File: src/hdl/block_bitmap_next_fit_allocator_macros.svh
// Assertion macros shared by the allocator modules.
// Defining NO_ASSERTIONS turns every use into empty text.
`ifndef BLOCK_BITMAP_NEXT_FIT_ALLOCATOR_MACROS_SVH
`define BLOCK_BITMAP_NEXT_FIT_ALLOCATOR_MACROS_SVH
`ifndef NO_ASSERTIONS
// A property checked at every rising edge outside reset.
`define BBNF_ASSERT(lbl, clk, rst, prop, msg) \
  lbl: assert property (@(posedge clk) disable iff (rst) (prop)) else $error(msg);
// An implication checked at every rising edge outside reset.
`define BBNF_ASSERT_IMP(lbl, clk, rst, pre, post, msg) \
  lbl: assert property (@(posedge clk) disable iff (rst) (pre) |-> (post)) else $error(msg);
`else
`define BBNF_ASSERT(lbl, clk, rst, prop, msg)
`define BBNF_ASSERT_IMP(lbl, clk, rst, pre, post, msg)
`endif
`endif

File: src/hdl/bbnf_pkg.sv
package bbnf_pkg;

  // Field widths fixed by the interface.
  localparam int CNT_W    = 13;
  localparam int BLK_W    = 12;
  localparam int MODE_W   = 2;
  localparam int STATUS_W = 2;

  localparam int CNT_MAX   = (1 << CNT_W) - 1;
  localparam int CNT_RESET = 4096;

  localparam int DEF_MAX_BLOCKS = 4096;
  localparam int DEF_WORD_BITS  = 32;

  // Fixed-point shift used for the divide-by-word-size reciprocal.
  localparam int DIV_SHIFT = 16;

  localparam logic [MODE_W-1:0] MODE_ALLOC = 2'd0;
  localparam logic [MODE_W-1:0] MODE_FREE  = 2'd1;
  localparam logic [MODE_W-1:0] MODE_MARK  = 2'd2;
  localparam logic [MODE_W-1:0] MODE_TEST  = 2'd3;

  localparam logic [STATUS_W-1:0] ST_OK      = 2'd0;
  localparam logic [STATUS_W-1:0] ST_NOSPACE = 2'd1;
  localparam logic [STATUS_W-1:0] ST_RANGE   = 2'd2;

  // Commands from the controller to the datapath.
  typedef struct packed {
    logic accept;
    logic clr_wr;
    logic div_step;
    logic split;
    logic astart;
    logic scan;
    logic alloc_wr;
    logic mod;
    logic res_nospace;
    logic res_oor;
    logic load_out;
  } cmd_t;

  // Status from the datapath to the controller.
  typedef struct packed {
    logic clr_last;
    logic is_alloc;
    logic cnt_zero;
    logic oor;
    logic chk_vld;
    logic hit;
    logic wrapped;
    logic out_free;
  } sts_t;

  function automatic int addr_width(input int depth);
    return (depth > 1) ? $clog2(depth) : 1;
  endfunction

endpackage

File: src/hdl/bbnf_ctrl.sv
`include "block_bitmap_next_fit_allocator_macros.svh"

module bbnf_ctrl (
  input  logic           clk,
  input  logic           rst,
  input  logic           in_valid,
  output logic           in_stall,
  input  bbnf_pkg::sts_t sts,
  output bbnf_pkg::cmd_t cmd
);
  import bbnf_pkg::*;

  localparam logic [3:0] S_CLR   = 4'd0;
  localparam logic [3:0] S_IDLE  = 4'd1;
  localparam logic [3:0] S_CHECK = 4'd2;
  localparam logic [3:0] S_SPLIT = 4'd3;
  localparam logic [3:0] S_RD    = 4'd4;
  localparam logic [3:0] S_MOD   = 4'd5;
  localparam logic [3:0] S_SCAN  = 4'd6;
  localparam logic [3:0] S_AWR   = 4'd7;
  localparam logic [3:0] S_DONE  = 4'd8;

  logic [3:0] state;
  logic [3:0] state_next;

  assign in_stall = state != S_IDLE;

  always_comb begin
    state_next = state;
    cmd        = '0;
    unique case (state)
      S_CLR: begin
        cmd.clr_wr = 1'b1;
        if (sts.clr_last) begin
          state_next = S_IDLE;
        end
      end
      S_IDLE: begin
        if (in_valid) begin
          cmd.accept = 1'b1;
          state_next = S_CHECK;
        end
      end
      S_CHECK: begin
        if (sts.is_alloc) begin
          if (sts.cnt_zero) begin
            cmd.res_nospace = 1'b1;
            state_next      = S_DONE;
          end else begin
            cmd.astart = 1'b1;
            state_next = S_SCAN;
          end
        end else if (sts.oor) begin
          cmd.res_oor = 1'b1;
          state_next  = S_DONE;
        end else begin
          cmd.div_step = 1'b1;
          state_next   = S_SPLIT;
        end
      end
      S_SPLIT: begin
        cmd.split  = 1'b1;
        state_next = S_RD;
      end
      S_RD: begin
        state_next = S_MOD;
      end
      S_MOD: begin
        cmd.mod    = 1'b1;
        state_next = S_DONE;
      end
      S_SCAN: begin
        cmd.scan = 1'b1;
        if (sts.chk_vld && sts.hit) begin
          state_next = S_AWR;
        end else if (sts.chk_vld && sts.wrapped) begin
          cmd.res_nospace = 1'b1;
          state_next      = S_DONE;
        end
      end
      S_AWR: begin
        cmd.alloc_wr = 1'b1;
        state_next   = S_DONE;
      end
      S_DONE: begin
        if (sts.out_free) begin
          cmd.load_out = 1'b1;
          state_next   = S_IDLE;
        end
      end
      default: begin
        state_next = S_IDLE;
      end
    endcase
  end

  always_ff @(posedge clk) begin
    if (rst) begin
      state <= S_CLR;
    end else begin
      state <= state_next;
    end
  end

  `BBNF_ASSERT_IMP(a_load_when_free, clk, rst, cmd.load_out, sts.out_free, "result loaded over one not yet taken")
  `BBNF_ASSERT(a_hit_goes_write, clk, rst, (state == S_SCAN && sts.chk_vld && sts.hit) |=> (state == S_AWR), "scan hit did not lead to the bitmap write")
  `BBNF_ASSERT(a_accept_checks, clk, rst, (in_valid && !in_stall) |=> (state == S_CHECK), "accepted request did not enter the check state")

endmodule

File: config.mk
export PLATFORM = sky130hd
export DESIGN_NAME = bbnf_ctrl
export DESIGN_NICKNAME = d
export VERILOG_FILES = /design/src/hdl/bbnf_pkg.sv /design/src/hdl/bbnf_ctrl.sv
export VERILOG_INCLUDE_DIRS = /design/src /design/src/hdl
export SDC_FILE = /design/constraint.sdc
export NUM_CORES = 1
export LEC_CHECK = 0
export ABC_AREA = 1
export ABC_CLOCK_PERIOD_IN_PS = 1100
export BUFFER_PORTS_ARGS = -buffer_cell sky130_fd_sc_hd__buf_2
export CAP_MARGIN = 20
export CELL_PAD_IN_SITES_DETAIL_PLACEMENT = 1
export CELL_PAD_IN_SITES_GLOBAL_PLACEMENT = 2
export CORE_MARGIN = 8
export CORE_UTILIZATION = 16
export CTS_CLUSTER_DIAMETER = 100
export DETAILED_ROUTE_END_ITERATION = 16
export GPL_ROUTABILITY_DRIVEN = 0
export PLACE_DENSITY = 0.7
export RECOVER_POWER = 25
export SYNTH_ARGS = -nofsm -noshare
export SYNTH_HDL_FRONTEND = slang
export SYNTH_SLANG_ARGS = --single-unit
export TNS_END_PERCENT = 1
File: constraint.sdc
create_clock -name clk -period 1.1 [get_ports clk]
set_input_delay 0.055 -clock clk [delete_from_list [all_inputs] [get_ports clk]]
set_output_delay 0.055 -clock clk [all_outputs]
set_load 0.01 [all_outputs]
==> flow_summary.ini <==
[hold_path]
hold_class = in -> reg
worstHoldPathCells = 4

[floorplanning]
core_sq_um = 2480
die_x_um = 67.3
rows = 18
io_pins = 23
die_area_sq_um = 4530
fp.dieH_um = 67.3
initial_core_util_pct = 17.0

[grt]
grt_max_degree = 8
overflow = 0
grt_pass1_wl_um = 2730
antenna_found_initial = 0
grt_usage_pct = 7.66
grt_pass1_vias = 681

[logic_synthesis]
synthMuxAreaShare_pct = 0
synth_area_sq_um = 422
synth_largest_area_cell = dfxtp_1
yosysSeqAreaShare_pct = 19.0
ys_ff_latch = 4
synth_top_family_by_area = simple AND/OR/NAND/NOR gates
synthTopCellsByArea = dfxtp_1, nand2_1, nor2_1, inv_1, nand3_1
yosys.area_share.simple_pct = 59.9
synthDistinctLibCells = 15
yosys_warnings = 0
synthCells = 80
syn_avg_cell_area_sq_um = 5.27
synthAdderAreaFrac_pct = 0
synth_xor_area_share_pct = 0
synth.top_cell.area_share_pct = 19.0
synth_compound_area_share_pct = 8.61
syn-num-nets = 91

[cts]
clkSinkCount = 4
clock_latency_ns = 0.23
ctsRootBufferMaster = clkbuf_4
cts_buffers = 3
ctsHoldBuffers = 0
cts_buffer_depth = 2
clkSlewWorstSetupHoldPaths_ns = 0.04
htree_num_levels = 1
tritoncts = done

[power_and_ir_drop]
internal_power_uw = 808
clock_power_share_pct = 11.1
sw_frac_of_total_pct = 49.4
ir_worst_vdd_uv = 1110
powerDensity_nw_per_um2 = 2190
sequentialPowerShare_pct = 21.5
power.switching_uw = 788
leakage_nw = 0.419
power_frac_comb_pct = 67.4

[sta]
worst_pin_slew_ns = 0.343
fin_ws_ns = -0.144
whs_ns = 0.0989
hold_violations = 0
setup_viol = 15
clock.fmax_ghz = 0.804
rsz0062_at_grt = true
maxSlewHeadroom_pct = 76.9
skew_ns = 0.000194
period_needed_ns = 1.24
slew_violations = 0
fin_crit_sh_pct = 113

[critical_path]
cpPeakStageDelay_ns = 0.38
path_max_fanout = 5
crit_chain = inv_2, nor2_4, nand2_2, o22ai_2, buf_2
critical_path.top_delay_family = flip-flops
path_depth = 5
crit_type = reg -> out
startpoint_type = flip-flop
crit_slowest_cell = dfxtp_4
cp.buffers_inverters = 2
required_ns = 1.04
arrival_ns = 1.19
rr_worst_depth = 10
cp-end-kind = output pin

[final_layout]
antennaDiodeCount = 0
largest_register = state
mostFrequentLayoutCells = buf_2, nand2_1, nor2_1, inv_1, buf_4
area_growth_pct = 73.3
largest_reg_flops = 4
layout.nets = 126
final_layout_size_suffix_gt1_share_pct = 51.3
reg_top3 = state (4)
final_common_cell = buf_2

[placed_design]
portBuffers = 22
dpl.hpwl_um = 1430
preCtsSetupSlack_ns = -0.151

[drt]
wire_per_inst_um = 11.7
wirelength_um = 1680
vias = 614
drcViolationCount = 0
drt_iter0_markers = 3
vias_per_cell = 4.29
drt_first_pass_iters = 2
ant_nets = 0

[status]
run_status = complete, but fails checks
violations = setup timing

[flow_run]
maxCapViolations = 0
==> metal layers <==
layer,wire [um],global-route usage [%]
met1,622,7.15
met2,950,15.4
met3,97,1.82
met4,8,3.13
met5,0,0
==> area by class of cell <==
class,count,area [sq um]
fill,337,1750
multi-input combinational,62,350
timing repair buffer,30,170
sequential,4,95.1
inverter,14,55.1
tap,30,37.5
clock buffer,3,22.5
==> power groups by stage <==
stage / sequential, mW / clock, mW / combinational (mW)
finish: 0.344 / 0.178 / 1.08
global route: 0.359 / 0.197 / 1.19
CTS: 0.343 / 0.188 / 1.06
detailed placement: 0.270 / 0 / 0.949
global placement: 0.268 / 0 / 0.933
floorplan: 0.256 / 0 / 0.558
==> worst min-delay path, cell delays in order <==
cell and delay [ns]:
buf_2 0.07, inv_1 0.06, nand2_1 0.07, nor2_1 0.03
==> cells by family (layout without fill, tap and decap cells) <==
kind of cell / Yosys count / after routing
DFF: 4 / 4
AOI/OAI and AO/OA: 7 / 7
buffers and inverters: 14 / 47
and+or+nand+nor: 55 / 55
==> metrics by stage <==
step	cell area [sq um]	power, mW	TNS [ns]	instances	utilization, %
after global placement	622	1.20	-0.601	139	25.1
after detailed placement	622	1.22	-0.716	139	25.1
after global routing	731	1.75	-2.58	143	29.5
after CTS	724	1.59	-1.70	143	29.2
after floorplan	422	0.814	0	80	-
final	731	1.60	-1.25	143	29.5
==> cells in the mapped netlist, drive strengths merged <==
library cell,count
nor4,1
nor2,22
inv,14
o21ai,2
o22ai,1
nand3,5
nand2,23
a21oi,4
nand3b,1
nand4,2
nor3,1
dfxtp,4
==> worst paths after layout <==
check / slack [ns] / startpoint / end
worst min-delay path: 0.1 / rst / state[1]
worst min register to register: 0.56 / state[2] / state[1]
worst max register to register: -0.12 / state[0] / state[0]
worst max-delay path: -0.14 / state[1] / cmd[2]
==> timing repair <==
item,in CTS,in global routing
setup endpoints to repair,16,16
setup buffers,1,0
hold endpoints to repair,0,0
pin swaps,6,3
gates resized for setup,25,3
(Power assumes the default switching activity.)
